[src/design/dbd_pkg.sv]
// Package for the days-between-dates unit: shared types, widths and constants.
// It also holds the calendar helpers (month length, leap year, year residue).
// No dependencies.
package dbd_pkg;

  // Field widths that the interface fixes.
  localparam int unsigned DAY_W   = 5;
  localparam int unsigned MONTH_W = 4;
  localparam int unsigned COUNT_W = 22;
  localparam int unsigned R400_W  = 9;

  // Largest count that the result field carries; longer spans saturate here.
  localparam logic [COUNT_W-1:0] COUNT_MAX = 22'd4194303;

  // Year residue by reciprocal multiplication: y / 400 is (y / 16) / 25, and
  // x / 25 equals (x * 83887) >> 21 for every x below 2^16 (years up to 20 bits).
  localparam int unsigned DIV_IN_W    = 16;
  localparam int unsigned RECIP_W     = 17;
  localparam int unsigned RECIP_SHIFT = 21;
  localparam int unsigned QUOT_W      = 12;
  localparam logic [RECIP_W-1:0] RECIP_25 = 17'd83887;

  // Calendar constants.
  localparam logic [R400_W:0]    LEAP_CYCLE   = 10'd400;
  localparam logic [R400_W-1:0]  CENTURY_1    = 9'd100;
  localparam logic [R400_W-1:0]  CENTURY_2    = 9'd200;
  localparam logic [R400_W-1:0]  CENTURY_3    = 9'd300;
  localparam logic [R400_W-1:0]  CYCLE_LAST   = 9'd399;
  localparam logic [MONTH_W-1:0] MONTH_JAN    = 4'd1;
  localparam logic [MONTH_W-1:0] MONTH_FEB    = 4'd2;
  localparam logic [MONTH_W-1:0] MONTH_DEC    = 4'd12;
  localparam logic [DAY_W-1:0]   DAY_FIRST    = 5'd1;
  localparam logic [DAY_W-1:0]   FEB_LEAP_LEN = 5'd29;

  // Day and month of one date.
  typedef struct packed {
    logic [DAY_W-1:0]   day;
    logic [MONTH_W-1:0] month;
  } md_t;

  // Status of the queue between the front and the back.
  typedef struct packed {
    logic full;
    logic empty;
  } q_status_t;

  typedef enum logic [1:0] {
    FS_IDLE,
    FS_REDUCE,
    FS_PUSH
  } front_state_e;

  typedef enum logic [1:0] {
    BS_IDLE,
    BS_WALK,
    BS_DONE
  } back_state_e;

  // Quotient of a year by 400, given the year already divided by 16.
  function automatic logic [QUOT_W-1:0] quot400(input logic [DIV_IN_W-1:0] y_div16);
    logic [DIV_IN_W+RECIP_W-1:0] prod;
    prod = {{RECIP_W{1'b0}}, y_div16} * {{DIV_IN_W{1'b0}}, RECIP_25};
    return prod[RECIP_SHIFT +: QUOT_W];
  endfunction

  // Year modulo 400 from the low year bits and the quotient by 400.
  function automatic logic [R400_W-1:0] rem400(input logic [R400_W-1:0] y_low,
                                               input logic [QUOT_W-1:0] q);
    logic [QUOT_W-1:0] qm;
    qm = q * QUOT_W'(LEAP_CYCLE);
    return y_low - qm[R400_W-1:0];
  endfunction

  // Leap year from the two low year bits and the year modulo 400.
  function automatic logic is_leap(input logic [1:0] y_low,
                                   input logic [R400_W-1:0] r400);
    logic century;
    century = (r400 == CENTURY_1) || (r400 == CENTURY_2) || (r400 == CENTURY_3);
    return ((y_low == 2'd0) && !century) || (r400 == '0);
  endfunction

  // Length of a month; months outside the calendar have length zero.
  function automatic logic [DAY_W-1:0] month_len(input logic [MONTH_W-1:0] m,
                                                 input logic leap);
    logic [DAY_W-1:0] len;
    case (m)
      4'd1:    len = 5'd31;
      4'd2:    len = leap ? FEB_LEAP_LEN : 5'd28;
      4'd3:    len = 5'd31;
      4'd4:    len = 5'd30;
      4'd5:    len = 5'd31;
      4'd6:    len = 5'd30;
      4'd7:    len = 5'd31;
      4'd8:    len = 5'd31;
      4'd9:    len = 5'd30;
      4'd10:   len = 5'd31;
      4'd11:   len = 5'd30;
      4'd12:   len = 5'd31;
      default: len = 5'd0;
    endcase
    return len;
  endfunction

endpackage

[src/design/dbd_front.sv]
// Front part of the days-between-dates unit: accepts an item, reduces both
// years modulo 400 by reciprocal multiplication, checks the dates and orders them.
// Depends on dbd_pkg.
module dbd_front #(
  parameter int unsigned YEAR_BITS = 14
) (
  input  logic                      clk_i,
  input  logic                      rst_ni,
  input  logic                      push_i,
  output logic                      full_o,
  input  logic [dbd_pkg::DAY_W-1:0]   first_day_i,
  input  logic [dbd_pkg::MONTH_W-1:0] first_month_i,
  input  logic [YEAR_BITS-1:0]        first_year_i,
  input  logic [dbd_pkg::DAY_W-1:0]   second_day_i,
  input  logic [dbd_pkg::MONTH_W-1:0] second_month_i,
  input  logic [YEAR_BITS-1:0]        second_year_i,
  input  dbd_pkg::q_status_t          q_status_i,
  output logic                        q_push_o,
  output logic                        invalid_o,
  output dbd_pkg::md_t                start_md_o,
  output logic [YEAR_BITS-1:0]        start_year_o,
  output logic [dbd_pkg::R400_W-1:0]  start_r400_o,
  output dbd_pkg::md_t                end_md_o,
  output logic [YEAR_BITS-1:0]        end_year_o
);

  localparam int unsigned DIV_W = dbd_pkg::DIV_IN_W;
  localparam int unsigned RES_W = dbd_pkg::R400_W;

  dbd_pkg::front_state_e state_q, state_d;
  logic stage_q, stage_d;
  dbd_pkg::md_t md1_q, md2_q;
  logic [YEAR_BITS-1:0] y1_q, y2_q;
  logic [dbd_pkg::QUOT_W-1:0] q1_q, q1_d, q2_q, q2_d;
  logic [dbd_pkg::R400_W-1:0] r1_q, r1_d, r2_q, r2_d;
  logic accept;

  assign accept = push_i && (state_q == dbd_pkg::FS_IDLE);

  // Next state.
  always_comb begin
    state_d = state_q;
    case (state_q)
      dbd_pkg::FS_IDLE: begin
        if (push_i) state_d = dbd_pkg::FS_REDUCE;
      end
      dbd_pkg::FS_REDUCE: begin
        if (stage_q) state_d = dbd_pkg::FS_PUSH;
      end
      dbd_pkg::FS_PUSH: begin
        if (!q_status_i.full) state_d = dbd_pkg::FS_IDLE;
      end
      default: state_d = dbd_pkg::FS_IDLE;
    endcase
  end

  // Handshake outputs.
  always_comb begin
    full_o   = (state_q != dbd_pkg::FS_IDLE);
    q_push_o = (state_q == dbd_pkg::FS_PUSH) && !q_status_i.full;
  end

  // Year residue modulo 400: the quotient first, then the remainder.
  always_comb begin
    stage_d = stage_q;
    q1_d    = q1_q;
    q2_d    = q2_q;
    r1_d    = r1_q;
    r2_d    = r2_q;
    if (accept) begin
      stage_d = 1'b0;
    end else if (state_q == dbd_pkg::FS_REDUCE) begin
      stage_d = 1'b1;
      if (!stage_q) begin
        // Divide by 16 with a shift; the reciprocal then divides by 25.
        q1_d = dbd_pkg::quot400(DIV_W'(y1_q >> 4));
        q2_d = dbd_pkg::quot400(DIV_W'(y2_q >> 4));
      end else begin
        r1_d = dbd_pkg::rem400(RES_W'(y1_q), q1_q);
        r2_d = dbd_pkg::rem400(RES_W'(y2_q), q2_q);
      end
    end
  end

  always_ff @(posedge clk_i or negedge rst_ni) begin
    if (!rst_ni) begin
      state_q <= dbd_pkg::FS_IDLE;
    end else begin
      state_q <= state_d;
    end
  end

  // Item registers.
  always_ff @(posedge clk_i) begin
    stage_q <= stage_d;
    q1_q    <= q1_d;
    q2_q    <= q2_d;
    r1_q    <= r1_d;
    r2_q    <= r2_d;
    if (accept) begin
      md1_q.day   <= first_day_i;
      md1_q.month <= first_month_i;
      y1_q        <= first_year_i;
      md2_q.day   <= second_day_i;
      md2_q.month <= second_month_i;
      y2_q        <= second_year_i;
    end
  end

  // Date checks and ordering.
  logic [dbd_pkg::DAY_W-1:0] len1, len2;
  logic ok1, ok2, first_later;

  always_comb begin
    len1 = dbd_pkg::month_len(md1_q.month, dbd_pkg::is_leap(y1_q[1:0], r1_q));
    len2 = dbd_pkg::month_len(md2_q.month, dbd_pkg::is_leap(y2_q[1:0], r2_q));
    ok1  = (md1_q.day != '0) && (md1_q.day <= len1);
    ok2  = (md2_q.day != '0) && (md2_q.day <= len2);
    first_later = {y1_q, md1_q.month, md1_q.day} >= {y2_q, md2_q.month, md2_q.day};
    invalid_o = !(ok1 && ok2);
    if (first_later) begin
      start_md_o   = md2_q;
      start_year_o = y2_q;
      start_r400_o = r2_q;
      end_md_o     = md1_q;
      end_year_o   = y1_q;
    end else begin
      start_md_o   = md1_q;
      start_year_o = y1_q;
      start_r400_o = r1_q;
      end_md_o     = md2_q;
      end_year_o   = y2_q;
    end
  end

endmodule

[src/design/dbd_queue.sv]
// Two-entry queue that parts the front from the back of the unit.
// Depends on dbd_pkg.
module dbd_queue #(
  parameter int unsigned WIDTH = 8
) (
  input  logic               clk_i,
  input  logic               rst_ni,
  input  logic               push_i,
  input  logic [WIDTH-1:0]   wdata_i,
  input  logic               pop_i,
  output logic [WIDTH-1:0]   rdata_o,
  output dbd_pkg::q_status_t status_o
);

  logic [WIDTH-1:0] mem_q [2];
  logic wr_ptr_q, rd_ptr_q;
  logic [1:0] cnt_q;
  logic do_push, do_pop;

  assign status_o.full  = (cnt_q == 2'd2);
  assign status_o.empty = (cnt_q == 2'd0);
  assign do_push = push_i && !status_o.full;
  assign do_pop  = pop_i && !status_o.empty;
  assign rdata_o = mem_q[rd_ptr_q];

  // Pointers and fill count.
  always_ff @(posedge clk_i or negedge rst_ni) begin
    if (!rst_ni) begin
      wr_ptr_q <= 1'b0;
      rd_ptr_q <= 1'b0;
      cnt_q    <= 2'd0;
    end else begin
      if (do_push) wr_ptr_q <= ~wr_ptr_q;
      if (do_pop) rd_ptr_q <= ~rd_ptr_q;
      if (do_push && !do_pop) begin
        cnt_q <= cnt_q + 2'd1;
      end else if (do_pop && !do_push) begin
        cnt_q <= cnt_q - 2'd1;
      end
    end
  end

  // Entry storage.
  always_ff @(posedge clk_i) begin
    if (do_push) mem_q[wr_ptr_q] <= wdata_i;
  end

endmodule

[src/design/dbd_back.sv]
// Back part of the days-between-dates unit: walks the earlier date of a valid item
// forward one day a cycle until it meets the later one, then holds the result item.
// Depends on dbd_pkg.
module dbd_back #(
  parameter int unsigned YEAR_BITS = 14
) (
  input  logic                        clk_i,
  input  logic                        rst_ni,
  input  dbd_pkg::q_status_t          q_status_i,
  output logic                        q_pop_o,
  input  logic                        invalid_i,
  input  dbd_pkg::md_t                start_md_i,
  input  logic [YEAR_BITS-1:0]        start_year_i,
  input  logic [dbd_pkg::R400_W-1:0]  start_r400_i,
  input  dbd_pkg::md_t                end_md_i,
  input  logic [YEAR_BITS-1:0]        end_year_i,
  output logic                        empty_o,
  input  logic                        pop_i,
  output logic [dbd_pkg::COUNT_W-1:0] day_count_o,
  output logic                        date_invalid_o
);

  dbd_pkg::back_state_e state_q, state_d;
  dbd_pkg::md_t cur_md_q, end_md_q;
  logic [YEAR_BITS-1:0] cur_year_q, end_year_q;
  logic [dbd_pkg::R400_W-1:0] cur_r400_q;
  logic [dbd_pkg::COUNT_W-1:0] count_q;
  logic invalid_q;
  logic at_end, load;

  assign at_end = (cur_md_q == end_md_q) && (cur_year_q == end_year_q);

  // Next state.
  always_comb begin
    state_d = state_q;
    case (state_q)
      dbd_pkg::BS_IDLE: begin
        if (!q_status_i.empty) begin
          state_d = invalid_i ? dbd_pkg::BS_DONE : dbd_pkg::BS_WALK;
        end
      end
      dbd_pkg::BS_WALK: begin
        if (at_end) state_d = dbd_pkg::BS_DONE;
      end
      dbd_pkg::BS_DONE: begin
        if (pop_i) state_d = dbd_pkg::BS_IDLE;
      end
      default: state_d = dbd_pkg::BS_IDLE;
    endcase
  end

  // Handshake outputs.
  always_comb begin
    q_pop_o = (state_q == dbd_pkg::BS_IDLE) && !q_status_i.empty;
    empty_o = (state_q != dbd_pkg::BS_DONE);
  end

  assign load = q_pop_o;
  assign day_count_o    = count_q;
  assign date_invalid_o = invalid_q;

  always_ff @(posedge clk_i or negedge rst_ni) begin
    if (!rst_ni) begin
      state_q <= dbd_pkg::BS_IDLE;
    end else begin
      state_q <= state_d;
    end
  end

  // Next date after the cursor.
  logic [dbd_pkg::DAY_W-1:0] len;
  dbd_pkg::md_t next_md;
  logic [YEAR_BITS-1:0] next_year;
  logic [dbd_pkg::R400_W-1:0] next_r400;

  always_comb begin
    len = dbd_pkg::month_len(cur_md_q.month,
                             dbd_pkg::is_leap(cur_year_q[1:0], cur_r400_q));
    next_md   = cur_md_q;
    next_year = cur_year_q;
    next_r400 = cur_r400_q;
    if (cur_md_q.day == len) begin
      next_md.day = dbd_pkg::DAY_FIRST;
      if (cur_md_q.month == dbd_pkg::MONTH_DEC) begin
        next_md.month = dbd_pkg::MONTH_JAN;
        next_year     = cur_year_q + 1'b1;
        next_r400     = (cur_r400_q == dbd_pkg::CYCLE_LAST) ? '0 : cur_r400_q + 1'b1;
      end else begin
        next_md.month = cur_md_q.month + 1'b1;
      end
    end else begin
      next_md.day = cur_md_q.day + 1'b1;
    end
  end

  // Cursor and result registers.
  always_ff @(posedge clk_i) begin
    if (load) begin
      cur_md_q   <= start_md_i;
      cur_year_q <= start_year_i;
      cur_r400_q <= start_r400_i;
      end_md_q   <= end_md_i;
      end_year_q <= end_year_i;
      count_q    <= '0;
      invalid_q  <= invalid_i;
    end else if ((state_q == dbd_pkg::BS_WALK) && !at_end) begin
      cur_md_q   <= next_md;
      cur_year_q <= next_year;
      cur_r400_q <= next_r400;
      if (count_q != dbd_pkg::COUNT_MAX) count_q <= count_q + 1'b1;
    end
  end

endmodule

[src/design/days_between_dates_unit.sv]
// Days between two Gregorian dates, one result item for each input item.
// Each item passes the front (year residue, then the date check and the push into the queue),
// then the back loads it into the day walker, walks it one day per step and sees the end date.
// The front can take a new item while the back still walks an earlier one;
// an invalid item skips the walk.
// Reset is asynchronous and active low; it empties the queue and idles both parts.
module days_between_dates_unit #(
  parameter int unsigned YEAR_BITS = 14
) (
  input  logic                        clk_i,
  input  logic                        rst_ni,
  input  logic                        push,
  output logic                        full,
  input  logic [dbd_pkg::DAY_W-1:0]   first_day_i,
  input  logic [dbd_pkg::MONTH_W-1:0] first_month_i,
  input  logic [YEAR_BITS-1:0]        first_year_i,
  input  logic [dbd_pkg::DAY_W-1:0]   second_day_i,
  input  logic [dbd_pkg::MONTH_W-1:0] second_month_i,
  input  logic [YEAR_BITS-1:0]        second_year_i,
  output logic                        empty,
  input  logic                        pop,
  output logic [dbd_pkg::COUNT_W-1:0] day_count_o,
  output logic                        date_invalid_o
);

  localparam int unsigned MD_W    = $bits(dbd_pkg::md_t);
  localparam int unsigned ENTRY_W = 1 + 2 * MD_W + 2 * YEAR_BITS + dbd_pkg::R400_W;

  dbd_pkg::q_status_t q_status;
  logic q_push, q_pop;
  logic [ENTRY_W-1:0] q_wdata, q_rdata;

  logic f_invalid, b_invalid;
  dbd_pkg::md_t f_start_md, f_end_md, b_start_md, b_end_md;
  logic [YEAR_BITS-1:0] f_start_year, f_end_year, b_start_year, b_end_year;
  logic [dbd_pkg::R400_W-1:0] f_start_r400, b_start_r400;

  // Front: accept, reduce and classify.
  dbd_front #(.YEAR_BITS(YEAR_BITS)) u_front (
    .clk_i          (clk_i),
    .rst_ni         (rst_ni),
    .push_i         (push),
    .full_o         (full),
    .first_day_i    (first_day_i),
    .first_month_i  (first_month_i),
    .first_year_i   (first_year_i),
    .second_day_i   (second_day_i),
    .second_month_i (second_month_i),
    .second_year_i  (second_year_i),
    .q_status_i     (q_status),
    .q_push_o       (q_push),
    .invalid_o      (f_invalid),
    .start_md_o     (f_start_md),
    .start_year_o   (f_start_year),
    .start_r400_o   (f_start_r400),
    .end_md_o       (f_end_md),
    .end_year_o     (f_end_year)
  );

  // Queue entries carry one classified item.
  assign q_wdata = {f_invalid, f_start_md, f_start_year, f_start_r400, f_end_md, f_end_year};
  assign {b_invalid, b_start_md, b_start_year, b_start_r400, b_end_md, b_end_year} = q_rdata;

  dbd_queue #(.WIDTH(ENTRY_W)) u_queue (
    .clk_i    (clk_i),
    .rst_ni   (rst_ni),
    .push_i   (q_push),
    .wdata_i  (q_wdata),
    .pop_i    (q_pop),
    .rdata_o  (q_rdata),
    .status_o (q_status)
  );

  // Back: day walker and result register.
  dbd_back #(.YEAR_BITS(YEAR_BITS)) u_back (
    .clk_i          (clk_i),
    .rst_ni         (rst_ni),
    .q_status_i     (q_status),
    .q_pop_o        (q_pop),
    .invalid_i      (b_invalid),
    .start_md_i     (b_start_md),
    .start_year_i   (b_start_year),
    .start_r400_i   (b_start_r400),
    .end_md_i       (b_end_md),
    .end_year_i     (b_end_year),
    .empty_o        (empty),
    .pop_i          (pop),
    .day_count_o    (day_count_o),
    .date_invalid_o (date_invalid_o)
  );

  // An invalid result always carries a zero count.
  assert property (@(posedge clk_i) disable iff (!rst_ni)
    (!empty && date_invalid_o) |-> (day_count_o == '0))
    else $error("invalid result with a non-zero count");

  // The front never pushes into a full queue.
  assert property (@(posedge clk_i) disable iff (!rst_ni)
    q_push |-> !q_status.full)
    else $error("push into a full queue");

  // An accepted item keeps the front busy in the following cycle.
  assert property (@(posedge clk_i) disable iff (!rst_ni)
    (push && !full) |=> full)
    else $error("front took an item without going busy");

endmodule
[config.mk]
export PLATFORM = sky130hd
export DESIGN_NAME = days_between_dates_unit
export DESIGN_NICKNAME = d
export VERILOG_FILES = /design/src/design/dbd_pkg.sv /design/src/design/dbd_front.sv /design/src/design/dbd_queue.sv /design/src/design/dbd_back.sv /design/src/design/days_between_dates_unit.sv
export SDC_FILE = /design/constraint.sdc
export NUM_CORES = 1
export LEC_CHECK = 0
export ABC_AREA = 0
export BUFFER_PORTS_ARGS = -buffer_cell sky130_fd_sc_hd__buf_4
export CAP_MARGIN = 0
export CORE_ASPECT_RATIO = 0.8
export CORE_UTILIZATION = 25
export CTS_CLUSTER_SIZE = 28
export DETAILED_ROUTE_END_ITERATION = 16
export HOLD_SLACK_MARGIN = 0.12
export PLACE_DENSITY = 0.43
export SYNTH_ARGS = -nofsm -noshare
export SYNTH_HDL_FRONTEND = slang
export SYNTH_SLANG_ARGS = --single-unit
[constraint.sdc]
create_clock -name clk_i -period 5.3 [get_ports clk_i]
set_input_delay 0 -clock clk_i [delete_from_list [all_inputs] [get_ports clk_i]]
set_output_delay 0 -clock clk_i [all_outputs]
set_load 0.02 [all_outputs]
# == After elaboration in Yosys (flattened, before gate mapping) ==
# Memories as Yosys holds them, arrays and structs flattened.
# Index checks and enable logic that the tools add are counted.
# classes
addsub,9
n_mux,38
eq_ne,62
div,0
n_reduce_logical,62
shifts,0
magnitude_cmp,3
bitwise_logic,4
n_mul,4
# op_table
cell,count
$mux W9,10
$mux W14,6
$eq A4 B4 Y1 const B,15
$mul A10 B17 Y27 const B,2
$eq A4 B3 Y1 const B,12
$pmux W5 S3,3
$eq A9 B9 Y1 const B,4
$eq A9 B7 Y1 const B,3
$eq A9 B8 Y1 const B,3
$logic_not A9 Y1,3
$eq A4 B2 Y1 const B,6
$mul A12 B5 Y5 const B,2
$ge A23 B23 Y1,1
$add A22 B1 Y22 const B,1
$ne A22 B22 Y1 const B,1
$reduce_or A7 Y1,3
$mux W2,9
$sub A9 B9 Y9,2
$logic_and A1 B1 Y1,15
$reduce_and A3 Y1,5
$add A14 B1 Y14 const B,1
$eq A14 B14 Y1,1
$eq A4 B1 Y1 const B,3
$logic_not A2 Y1,6
other kinds (23),65
# totals
reg_bits,175
elab_cells,208
input_bits,50
mem_bits_rw,112
n_memories,1
latch_bits,0
romBits,0
out_inout_bits,25
# memory_table
memory,depth,word_bits,read_ports,rd_ports_with_merged_regs,write_ports,line,source
u_queue.mem_q,2,56,1,0,1,dbd_queue.sv:15,logic [WIDTH-1:0] mem_q [2];

# == Longest topological paths before layout ==
# Gate-level depths: netlist of the first run.
# logic_depth
ltp_word,12
ltp_mapped,16

# == By module ==
# Synthesis of the first run repeated with hierarchy kept, for this count alone.
# unflattened
cells_unflattened,1510
area_unflattened_um2,18685.4
# by_module_without_submodules
module,area_per_inst_um2,n_inst,seq_area_each_um2,cells_per_inst
dbd_front,9965.8,1,2292.2,893
dbd_back,4361.7,1,2172.1,424
dbd_queue,4357.9,1,3463.3,193

# == Worst setup path before layout of the first run ==
# OpenSTA, ideal clock, no wires.
# synth_timing
path_kind,reg2reg
start,register u_front.y1_q[11]
end,register u_front.q1_q[2] (netlist name) (data pin)
setup_slack_ns,0.088
path_buffers,0
required_time_ns,5.039
setup_ns,0.261
t_arrival_ns,4.951
stages_incl_launch_ff,17
synth_period_minus_slack_ns,5.212
path_cell_list,edfxtp_1 > fa_1 > inv_1 > fa_1 > fa_1 > inv_1 > fa_1 > inv_1 > fa_1 > inv_1 > ha_1 > nand3_1 > a2111oi_0 > a21oi_1 > a211oi_1 > nor4_1 > a311o_1
# synth_via
elab_chain_len,1
# synth_lines
item,line,source
start: declaration,dbd_front.sv:33,"logic [YEAR_BITS-1:0] y1_q, y2_q;"
start signal: assignment,dbd_front.sv:103,y1_q <= first_year_i;
$mul A10 B17 Y27,dbd_pkg.sv:62,"prod = {{RECIP_W{1'b0}}, y_div16} * {{DIV_IN_W{1'b0}}, RECIP_25};"
end signal: assignment,dbd_front.sv:96,q1_q <= q1_d;
end: declaration,dbd_front.sv:34,"logic [dbd_pkg::QUOT_W-1:0] q1_q, q1_d, q2_q, q2_d;"
# No other way between the ends.
# A chain may end at the register's enable or synchronous reset.

# == Final worst setup path of the first run ==
# layout_timing
start,register u_front.y1_q[13]
end,register u_front.q1_q[2] (netlist name) (data pin)
# Same word-level chain as after synthesis.

==> run_results.csv, run 1 <==
group,metric,value,unit
outcome,status,"complete, no violations",
floorplan,start_util,0.253,
yosys,synth_nets,1867,
timing,period_share,0.970,
timing,finalClockSkew,0.0324,ns
clock_network,clk_pin_slew,0.06,ns
setup_path,worstPathArrival,5.43,ns
placement,port_buffers,74,
setup_path,end_kind,"flop",
setup_path,crit_path_max_incr_delay,0.55,ns
floorplan,coreArea,72200,µm²
yosys,async_flop_share,0.0293,
global_routing,grt_pass1_wl,71900,µm
timing,tightestPinTransition,1.17,ns
yosys,synth.distinct_cells,68,
timing,period_minus_slack,5.14,ns
yosys,synth_flop_cell,"edfxtp_1",
cells_and_area,syn2layout_area_growth,19.5,%
timing,rsz0062_at_grt,"true",
routing,wl,45800,µm
floorplan,rows,88,
timing,slew_viol_final,0,
yosys,synth_edf_count,242,
yosys,yosys_register_bits,273,
setup_path,cpMaxStageDelayCell,"fa_1",
placement,dp_hpwl,34800,µm
setup_path,r2r-start,"u_front.y1_q[13]",
routing,drcViolationCount,0,
global_routing,gr-usage-all-layers,0.125,
setup_path,cp-start-kind,"flop",
yosys,netlist_area,18300,µm²
clock_network,cts_made_buffers,35,
timing,slew_headroom,0.218,
cells_and_area,nNetsFinal,2036,
clock_network,insertion_delay,0.55,ns
global_routing,first_global_vias,12200,
timing,fin_ws,0.159,ns
hold_path,worstHoldPathType,"input port to flop",
setup_path,crit_required,5.59,ns
timing,hold_slack,0.169,ns
timing,max_freq,194,MHz
clock_network,clock_sinks,273,
yosys,postSynthCellCount,1507,
routing,firstDrtPassIters,4,
routing,drtIter0Drc,564,
setup_path,crit_fanout,3,
yosys,synth_area_leaders,"edfxtp_1 (40%), ha_1 (14%), fa_1 (11%), inv_1 (4.6%), mux2_2 (3.9%)",
floorplan,fp.dieW,304,µm
floorplan,io_pins,75,
setup_path,critPathKind,"flop to flop",
setup_path,crit_chain,"fa_1 > buf_4 > fa_1 > inv_1 > fa_1 > fa_2 > fa_1 > inv_1 > ha_4 > nand3_4 > a2111oi_4 > a21oi_2 > a211oi_1 > nor4_1 > a311o_1",
clock_network,h-tree-depth,2,
timing,final_hold_viol_count,0,
yosys,netlist.top_cell.by_area,"edfxtp_1",
run,maxCapViolCount,0,
placement,gp_congestion,0.807,
global_routing,antenna_found_initial,0,
setup_path,cp-startpoint,"u_front.y1_q[13]",
clock_network,cts_tree,"done",
routing,viasPerCell,4.38,
yosys,synth_common_cells,"edfxtp_1 (242), inv_1 (224), ha_1 (208), fa_1 (102), mux2_2 (64)",
floorplan,die-area,74300,µm²
yosys,yosys_warnings,0,
cells_and_area,drive_gt1_frac,0.158,
yosys,seq_area_frac_synth,0.433,
clock_network,cts-root-buf,"clkbuf_16",
cells_and_area,fillers,7349,
setup_path,crit_path_frequent_cell,"fa_1",
floorplan,die_y,244,µm
clock_network,cts.path.max_buffers,3,
routing,antenna_left,0,
yosys,synth.top_cell.area_share,0.397,
timing,fin_setup_tns,0,ns
global_routing,grt.overflow.total,0,
hold_path,hp-start,"first_year_i[1]",
routing,wire_per_inst,17.3,µm
yosys,yosysMostFrequentCell,"edfxtp_1",
global_routing,grt_max_degree,68,
routing,vias,11600,
timing,setup_viol,0,
placement,dp_slack,-0.0329,ns
yosys,synth.avg_cell_area,12.1,µm²
-- timing repair --
item / in CTS / in global routing
endpoints found under the hold margin: 57 / 0
endpoints found under the setup margin: 3 / 9
buffers inserted: 0 / 4
pin swaps: 1 / 10
resized for setup: 2 / 19
hold buffers: 50 / 0
-- layout by cell type (no fill, tap or decap), types with 5 or more instances in the layout --
| cell type | count |
|---|---|
| nor4_1 | 19 |
| or3_1 | 5 |
| nand3_1 | 34 |
| a31oi_1 | 6 |
| or4_1 | 14 |
| and2_1 | 6 |
| ha_1 | 207 |
| dfrtp_1 | 7 |
| xor2_1 | 33 |
| nand4_1 | 16 |
| clkbuf_16 | 35 |
| xnor2_1 | 41 |
| and3_1 | 10 |
| inv_1 | 222 |
| nand2_1 | 56 |
| clkinv_1 | 8 |
| a21o_1 | 11 |
| nand2b_1 | 12 |
| nor2_1 | 39 |
| o211ai_1 | 10 |
| o22ai_1 | 16 |
| nor2b_1 | 18 |
| a21oi_1 | 41 |
| edfxtp_1 | 242 |
| dlygate4sd3_1 | 50 |
| dfxtp_1 | 23 |
| buf_4 | 122 |
| o21ai_0 | 36 |
| nor3_1 | 16 |
| mux2_2 | 64 |
| o31ai_1 | 12 |
| fa_1 | 99 |
| a211oi_1 | 15 |
| mux2i_1 | 52 |
| o21a_1 | 12 |
-- logic make-up (layout without fill, tap and decap cells) --
group | count (synthesis) | count (layout) | share of synthesized area
mux | 116 | 116 | 0.0679
fa+ha+maj | 310 | 310 | 0.254
simple gates | 265 | 265 | 0.0761
xor+xnor | 74 | 74 | 0.0354
flops | 273 | 273 | 0.433
buf+inv | 264 | 456 | 0.0576
other cells | 0 | 1 | 0
compound gates | 205 | 205 | 0.0757
-- cell type report --
cell class,instances,area (µm²),share of cell area
Multi-Input combinational cell,970,9430,0.432
Sequential cell,273,7930,0.363
Antenna cell,1,2.50,0.000114
Clock buffer,40,905,0.0414
Timing Repair Buffer,172,1420,0.0648
Inverter,224,841,0.0385
Tap cell,945,1180,0.0541
Clock inverter,20,151,0.00693
-- sequential cells by signal, summed over array words and instances (netlist names) --
| signal | flops |
|---|---|
| u_back.state_q | 2 |
| u_front.r1_q | 9 |
| u_back.end_md_q | 9 |
| u_front.md1_q | 9 |
| u_queue.wr_ptr_q | 1 |
| u_front.y1_q | 14 |
| u_front.stage_q | 1 |
| u_front.r2_q | 9 |
| u_front.md2_q | 9 |
| u_queue.mem_q | 112 |
| u_front.q1_q | 5 |
| u_back.cur_r400_q | 9 |
| u_back.date_invalid_o | 1 |
| u_queue.rd_ptr_q | 1 |
| u_back.cur_md_q | 9 |
| u_front.state_q | 2 |
| u_back.cur_year_q | 14 |
| u_back.end_year_q | 14 |
| u_front.q2_q | 5 |
| u_queue.cnt_q | 2 |
| u_front.y2_q | 14 |
| u_back.day_count_o | 22 |
-- final timing paths --
check                                          to  slack, ns  cells after the start
setup reg to reg                  u_front.q1_q[2]       0.16                     15
max in group asynchronous      u_front.state_q[1]       4.51                      3
setup / recovery                  u_front.q1_q[2]       0.16                     15
hold / removal                    u_front.y1_q[1]       0.17                      2
min in group asynchronous       u_back.state_q[1]       0.49                      3
hold reg to reg            u_back.day_count_o[19]       0.49                      2
-- worst max-delay path: cells and delay by family (launching register included) --
kind,cells,cell delay (ns)
AO/OA/AOI/OAI,4,1.13
adder cells (fa/ha/maj),6,2.88
buffers and inverters,3,0.29
flip-flops,1,0.42
AND/OR/NAND/NOR,2,0.17
-- through the flow --
stage                     cell area, µm²  utilization  cells
after floorplan                    18300            -   1507
after global placement             20200        0.279   2530
after detailed placement           20200        0.279   2530
after CTS                          21700        0.301   2640
after global routing               21900        0.303   2644
final                              21900        0.303   2645
-- layer usage --
metal	vias to the layer above	global-route usage	routed length, µm
met4	0	0.0238	664
li1	5726	-	-
met2	109	0.187	19600
met5	-	0	0
met3	39	0.0205	1310
met1	5723	0.187	24300
Power of run 1 is left out: the tool's default activity adds up to more than one toggle a clock period on the data nets, which glitch-free logic cannot reach.
==> inputs of run 2 (changes only) <==
--- a/config.mk
+++ b/config.mk
@@ -5,7 +5,7 @@
 export SDC_FILE = /design/constraint.sdc
 export NUM_CORES = 1
 export LEC_CHECK = 0
-export ABC_AREA = 0
+export ABC_AREA = 1
 export BUFFER_PORTS_ARGS = -buffer_cell sky130_fd_sc_hd__buf_4
 export CAP_MARGIN = 0
 export CORE_ASPECT_RATIO = 0.8
@@ -16,4 +16,5 @@
 export PLACE_DENSITY = 0.43
 export SYNTH_ARGS = -nofsm -noshare
 export SYNTH_HDL_FRONTEND = slang
+export SYNTH_HIERARCHICAL = 1
 export SYNTH_SLANG_ARGS = --single-unit
==> run 2 against run 1 <==
  * Hold slack got worse by 0.0045 ns
  * Design area rose by 7.8%
  * Count of clock-buffer cells in the layout rose by 2
  * Sequential cell count unchanged
  * Synthesized area up 10%
  * Maximum frequency rose by 6.4%
  * First-iteration DRC count is 49% higher
  * Critical path depth grew 3
  * Critical path type unchanged
==> run_results.csv, run 2 <==
group,metric,value,unit
routing,viasPerCell,4.35,
yosys,synth.top_cell.area_share,0.360,
global_routing,grt_pass1_wl,85500,µm
routing,wl,53800,µm
clock_network,cts_resized,0,
clock_network,postCtsHoldBufs,54,
timing,slew_headroom,0.408,
cells_and_area,fin_cells,3449,
global_routing,grt.overflow.total,0,
yosys,synth_xor_area_frac,0.0326,
cells_and_area,largest_register_ffs,112,
setup_path,worstPathArrival,5.15,ns
cells_and_area,final_cell_area,23600,µm²
cells_and_area,top_register,"u_queue/mem_q",
cells_and_area,fillers,8375,
routing,vias,15000,
yosys,synth_top_family_by_area,"adder cells",
clock_network,clk_pin_slew,0.06,ns
placement,dp_cells,3338,
placement,gp_congestion,0.834,
yosys,yosys_warnings,6,
clock_network,cts_made_buffers,34,
setup_path,end_kind,"flop",
hold_path,worstHoldPathType,"input port to flop",
floorplan,fp.dieW,320,µm
clock_network,cts.path.max_buffers,3,
floorplan,coreArea,79300,µm²
timing,fin_setup_tns,0,ns
yosys,yosysMostFrequentCell,"nand2_1",
clock_network,cts_tree,"done",
routing,drcViolationCount,0,
floorplan,rows,92,
clock_network,postCtsSetupBuffers,0,
yosys,synth_flop_cell,"edfxtp_1",
floorplan,die-area,81900,µm²
placement,port_buffers,74,
clock_network,cts-root-buf,"clkbuf_16",
yosys,postSynthCellCount,2252,
yosys,synth_common_cells,"nand2_1 (675), inv_1 (349), edfxtp_1 (242), ha_1 (208), nor2_1 (124)",
yosys,synthMuxAreaShare,0,
routing,firstDrtPassIters,5,
cells_and_area,syn2layout_area_growth,16.8,%
timing,final_hold_viol_count,0,
setup_path,cp-start-kind,"flop",
cells_and_area,layout_common_cells,"nand2_1 (675), inv_1 (347), edfxtp_1 (242), ha_1 (208), nor2_1 (121)",
routing,wl_met1,27500,µm
timing,hold_slack,0.164,ns
yosys,netlist.top_cell.by_area,"edfxtp_1",
global_routing,first_global_vias,15000,
routing,drtIter0Drc,841,
yosys,yosys_register_bits,273,
floorplan,die_y,256,µm
yosys,synth.avg_cell_area,8.96,µm²
yosys,synth_compound_area_frac,0.0417,
yosys,synth_edf_count,242,
floorplan,start_util,0.254,
cells_and_area,nNetsFinal,2754,
timing,rsz0062_at_grt,"false",
placement,dp_hpwl,42000,µm
timing,max_freq,207,MHz
routing,routed-wl-met2,23500,µm
floorplan,io_pins,75,
setup_path,crit_required,5.62,ns
setup_path,critPathKind,"flop to flop",
run,maxCapViolCount,0,
clock_network,h-tree-depth,2,
setup_path,crit_fanout,8,
global_routing,grt_max_degree,57,
routing,route.met3.wl,1810,µm
clock_network,insertion_delay,0.56,ns
yosys,synth.distinct_cells,48,
clock_network,clock_sinks,273,
timing,setup_viol,0,
routing,highest_layer,"met4",
routing,antenna_left,0,
yosys,synth_area_leaders,"edfxtp_1 (36%), ha_1 (13%), nand2_1 (13%), fa_1 (10%), inv_1 (6.5%)",
yosys,synth_nets,2612,
timing,period_share,0.911,
yosys,synth-adder-area-share,0.230,
cells_and_area,antenna_cells,0,
global_routing,gr-usage-all-layers,0.133,
yosys,async_flop_share,0.0293,
placement,placedInstanceArea,21900,µm²
cells_and_area,layout_commonest_cell,"nand2_1",
timing,tightestPinTransition,0.887,ns
timing,period_minus_slack,4.83,ns
outcome,status,"complete, no violations",
timing,finalClockSkew,0.0229,ns
yosys,seq_area_frac_synth,0.393,
cells_and_area,drive_gt1_frac,0.0803,
routing,wire_per_inst,15.6,µm
global_routing,antenna_found_initial,0,
yosys,netlist_area,20200,µm²
yosys,synth-simple-area-share,0.219,
timing,slew_viol_final,0,
==> run 2: cell types whose count changed in the layout (fill, tap and decap cells not counted), moves of 18 or more <==
cell,change
inv_1,+125
nand2_1,+619
nand3_1,+28
mux2_2,-64
nor2_1,+82
buf_4,-18
nor2b_1,-18
nand4_1,+88
mux2i_1,-52
a21oi_1,+33
==> run 2: path summary, 6_finish.rpt <==
| check | startpoint | end | slack (ns) | cells after the start |
|---|---|---|---|---|
| hold reg to reg | u_queue/wr_ptr_q | u_queue/wr_ptr_q | 0.48 | 2 |
| setup / recovery | u_front/y2_q[11] | u_front/q2_q[2] | 0.47 | 18 |
| setup reg to reg | u_front/y2_q[11] | u_front/q2_q[2] | 0.47 | 18 |
| hold / removal | second_year_i[2] | u_front/y2_q[2] | 0.16 | 2 |
| min in group asynchronous | rst_ni | u_back/state_q[1] | 0.53 | 3 |
| max in group asynchronous | rst_ni | u_queue/rd_ptr_q | 4.33 | 3 |
==> run 2: final cells by class <==
| type | count | area, µm² | share of cell area |
|---|---|---|---|
| multi-input cells | 1572 | 10600 | 0.449 |
| flip-flops and latches | 273 | 7930 | 0.337 |
| inverters | 355 | 1330 | 0.0566 |
| repair buffers | 158 | 1320 | 0.0561 |
| well taps | 1034 | 1290 | 0.0549 |
| clock buffers | 42 | 902 | 0.0383 |
| clock inverters | 15 | 204 | 0.00866 |
==> run 2: cells by family (layout without fill, tap and decap cells) <==
logic type               Yosys count  in the layout
XOR/XNOR                          75             75
flip-flops                       273            273
adder cells (fa/ha/maj)          310            310
AND/OR/NAND/NOR                 1033           1033
buffers and inverters            407            570
AO/OA/AOI/OAI                    154            154
==> run 2: metrics by stage <==
step | setup WS (ns) | util
after global placement | 0.471 | 0.276
after CTS | 0.431 | 0.297
after global routing | 0.105 | 0.297
after floorplan | 0.796 | -
after detailed placement | 0.432 | 0.276
final | 0.470 | 0.297
==> run 2: routing by layer <==
metal,vias to the layer above,global-route usage
met3,55,0.0199
met5,-,0
met1,7128,0.193
met2,186,0.203
li1,7636,-
met4,0,0.0365
==> run 2: critical path, cell delays in order (launching register included) <==
cell and delay (ns):
edfxtp_1 0.55, fa_1 0.69, inv_1 0.11, fa_1 0.50, fa_1 0.54, inv_1 0.05, fa_1 0.54, inv_1 0.06
fa_1 0.51, inv_1 0.05, ha_1 0.34, nand2_1 0.16, a21oi_1 0.06, o21ai_0 0.14, nand2_1 0.07, nand2_1 0.08
nand3_1 0.07, nand2_1 0.06, nand2_1 0.04
Power of run 2 is left out for the same reason.
==> inputs of run 3 (changes only) <==
--- a/config.mk
+++ b/config.mk
@@ -16,5 +16,4 @@
 export PLACE_DENSITY = 0.43
 export SYNTH_ARGS = -nofsm -noshare
 export SYNTH_HDL_FRONTEND = slang
-export SYNTH_HIERARCHICAL = 1
 export SYNTH_SLANG_ARGS = --single-unit
==> run 3 against run 2 <==
  * Synthesized area fell by 4.3%
  * Critical path depth fell by 1
  * Hold slack improved by 0.0072 ns
  * Sequential share of layout area rose by 1.1 points
  * Maximum frequency fell by 1.5%
  * First-iteration DRC count fell by 12%
  * Setup slack got worse by 0.074 ns
  * Register-to-register slack got worse by 0.07 ns
  * Non-clock buffer count fell by 6
  * Sequential cell count did not move
  * Core utilization rose by 0.32 points
  * Design area fell by 3.3%
  * Largest cell class unchanged
  * Highest routed layer is now met5
==> run_results.csv, run 3 <==
group,metric,value,unit
cells_and_area,largest_register_ffs,112,
cells_and_area,layout_common_cells,"nand2_1 (482), inv_1 (295), edfxtp_1 (242), ha_1 (208), nand3_1 (110)",
floorplan,die-area,78400,µm²
hold_path,worstHoldPathType,"input port to flop",
floorplan,io_pins,75,
timing,tightestPinTransition,1.18,ns
routing,viasPerCell,4.40,
cells_and_area,top_register,"u_queue.mem_q",
timing,setup_viol,0,
routing,wl,53900,µm
yosys,synth.distinct_cells,47,
yosys,netlist_area,19300,µm²
cells_and_area,antenna_cells,0,
clock_network,h-tree-depth,2,
clock_network,cts-root-buf,"clkbuf_16",
setup_path,critPathKind,"flop to flop",
global_routing,first_global_vias,14500,
setup_path,cp-start-kind,"flop",
routing,firstDrtPassIters,5,
clock_network,cts_tree,"done",
setup_path,crit_required,5.57,ns
yosys,synth_edf_count,242,
timing,finalClockSkew,0.0307,ns
placement,port_buffers,74,
cells_and_area,layout_commonest_cell,"nand2_1",
cells_and_area,nNetsFinal,2536,
setup_path,end_kind,"flop",
clock_network,clock_sinks,273,
placement,gp_congestion,0.911,
placement,dp_cells,3101,
clock_network,insertion_delay,0.55,ns
yosys,postSynthCellCount,2033,
routing,wire_per_inst,16.8,µm
setup_path,worstSetupEndpoint,"u_front.q2_q[1]",
floorplan,fp.dieW,313,µm
clock_network,clk_pin_slew,0.06,ns
routing,drcViolationCount,0,
routing,drtIter0Drc,744,
yosys,netlist.top_cell.by_area,"edfxtp_1",
timing,rsz0062_at_grt,"false",
global_routing,gr-usage-all-layers,0.139,
clock_network,postCtsSetupBuffers,0,
timing,period_minus_slack,4.90,ns
cells_and_area,drive_gt1_frac,0.0904,
yosys,synth_common_cells,"nand2_1 (484), inv_1 (298), edfxtp_1 (242), ha_1 (208), nand3_1 (110)",
floorplan,start_util,0.255,
floorplan,die_y,251,µm
routing,vias,14100,
yosys,async_flop_share,0.0293,
global_routing,grt.overflow.total,0,
yosys,yosys_warnings,0,
placement,dp_hpwl,40900,µm
yosys,synth_flop_cell,"edfxtp_1",
placement,dp_slack,0.413,ns
yosys,yosys_register_bits,273,
timing,slew_headroom,0.210,
setup_path,reg2reg_to,"u_front.q2_q[1]",
floorplan,coreArea,75900,µm²
run,maxCapViolCount,0,
yosys,synth_area_leaders,"edfxtp_1 (38%), ha_1 (13%), fa_1 (11%), nand2_1 (9.4%), inv_1 (5.8%)",
global_routing,antenna_found_initial,1,
timing,period_share,0.925,
global_routing,grt_pass1_wl,84500,µm
yosys,seq_area_frac_synth,0.410,
setup_path,reg2reg_depth,17,
cells_and_area,register_area,7930,µm²
setup_path,reg2reg_setup_slack,0.40,ns
cells_and_area,multi_input_area,10100,µm²
setup_path,crit_fanout,8,
yosys,yosysMostFrequentCell,"nand2_1",
yosys,synth.avg_cell_area,9.50,µm²
global_routing,grt_max_degree,57,
clock_network,cts_made_buffers,35,
timing,fin_setup_tns,0,ns
cells_and_area,fillers,7996,
clock_network,cts.path.max_buffers,3,
cells_and_area,fin_cells,3214,
setup_path,r2r-start,"u_front.y2_q[13]",
setup_path,worstPathArrival,5.18,ns
outcome,status,"complete, no violations",
setup_path,cp-startpoint,"u_front.y2_q[13]",
timing,slew_viol_final,0,
timing,final_hold_viol_count,0,
timing,fin_ws,0.396,ns
cells_and_area,syn2layout_area_growth,17.9,%
yosys,synth.top_cell.area_share,0.376,
clock_network,cts_resized,0,
timing,max_freq,204,MHz
yosys,synth_nets,2393,
clock_network,postCtsHoldBufs,50,
floorplan,rows,90,
routing,antenna_left,0,
-- run 3: kinds of logic after synthesis --
| kind of cell | Yosys count | synth area share |
|---|---|---|
| XOR/XNOR | 86 | 0.0390 |
| adder cells (fa/ha/maj) | 310 | 0.240 |
| AO/OA/AOI/OAI | 212 | 0.0631 |
| buffers and inverters | 345 | 0.0685 |
| AND/OR/NAND/NOR | 807 | 0.179 |
| flip-flops | 273 | 0.410 |
-- run 3: layout make-up --
class | count | area share
clock buffer | 44 | 0.0409
clock inverter | 19 | 0.00741
inverter | 299 | 0.0493
multi-input combinational | 1415 | 0.443
sequential | 273 | 0.348
tap | 1012 | 0.0556
timing repair buffer | 152 | 0.0556
-- run 3: how the worst min path moves through the flow --
stage / start / end / slack [ns] / cells after the start
global placement: rst_ni / u_front.state_q[0] / -0.17 / 1
finish: second_year_i[0] / u_front.y2_q[0] / 0.17 / 2
floorplan: rst_ni / u_back.state_q[0] / -0.30 / 0
global route: first_month_i[0] / u_front.md1_q[0] / 0.16 / 2
CTS: second_month_i[1] / u_front.md2_q[1] / 0.13 / 2
detailed placement: rst_ni / u_back.state_q[1] / -0.17 / 1
-- run 3: stage by stage --
step	hold WS, ns	util	cell area [µm²]
3_3_place_gp	-0.174	0.279	21200
4_1_cts	0.135	0.300	22800
2_1_floorplan	-0.296	-	19300
5_1_grt	0.165	0.300	22800
3_5_place_dp	-0.171	0.279	21200
6_report	0.171	0.300	22800
-- run 3: layer usage --
| layer | wire, µm | vias up | global-route usage |
|---|---|---|---|
| met2 | 22300 | 229 | 0.204 |
| met5 | 10 | - | 0 |
| met4 | 1400 | 2 | 0.0443 |
| li1 | - | 7085 | - |
| met3 | 1720 | 64 | 0.0172 |
| met1 | 28500 | 6757 | 0.209 |
-- run 3: critical path, stage by stage, from the launching register on --
cell and delay, ns:
edfxtp_1 0.51, fa_1 0.63, inv_1 0.13, fa_1 0.52, fa_1 0.55, inv_1 0.05
fa_1 0.54, inv_1 0.05, fa_1 0.49, inv_1 0.04, ha_1 0.34, nand2_1 0.09
nand2_1 0.07, a31oi_1 0.17, o21ai_0 0.13, nand3_1 0.08, nand3_1 0.08, xor2_1 0.15
Power of run 3 is left out for the same reason.
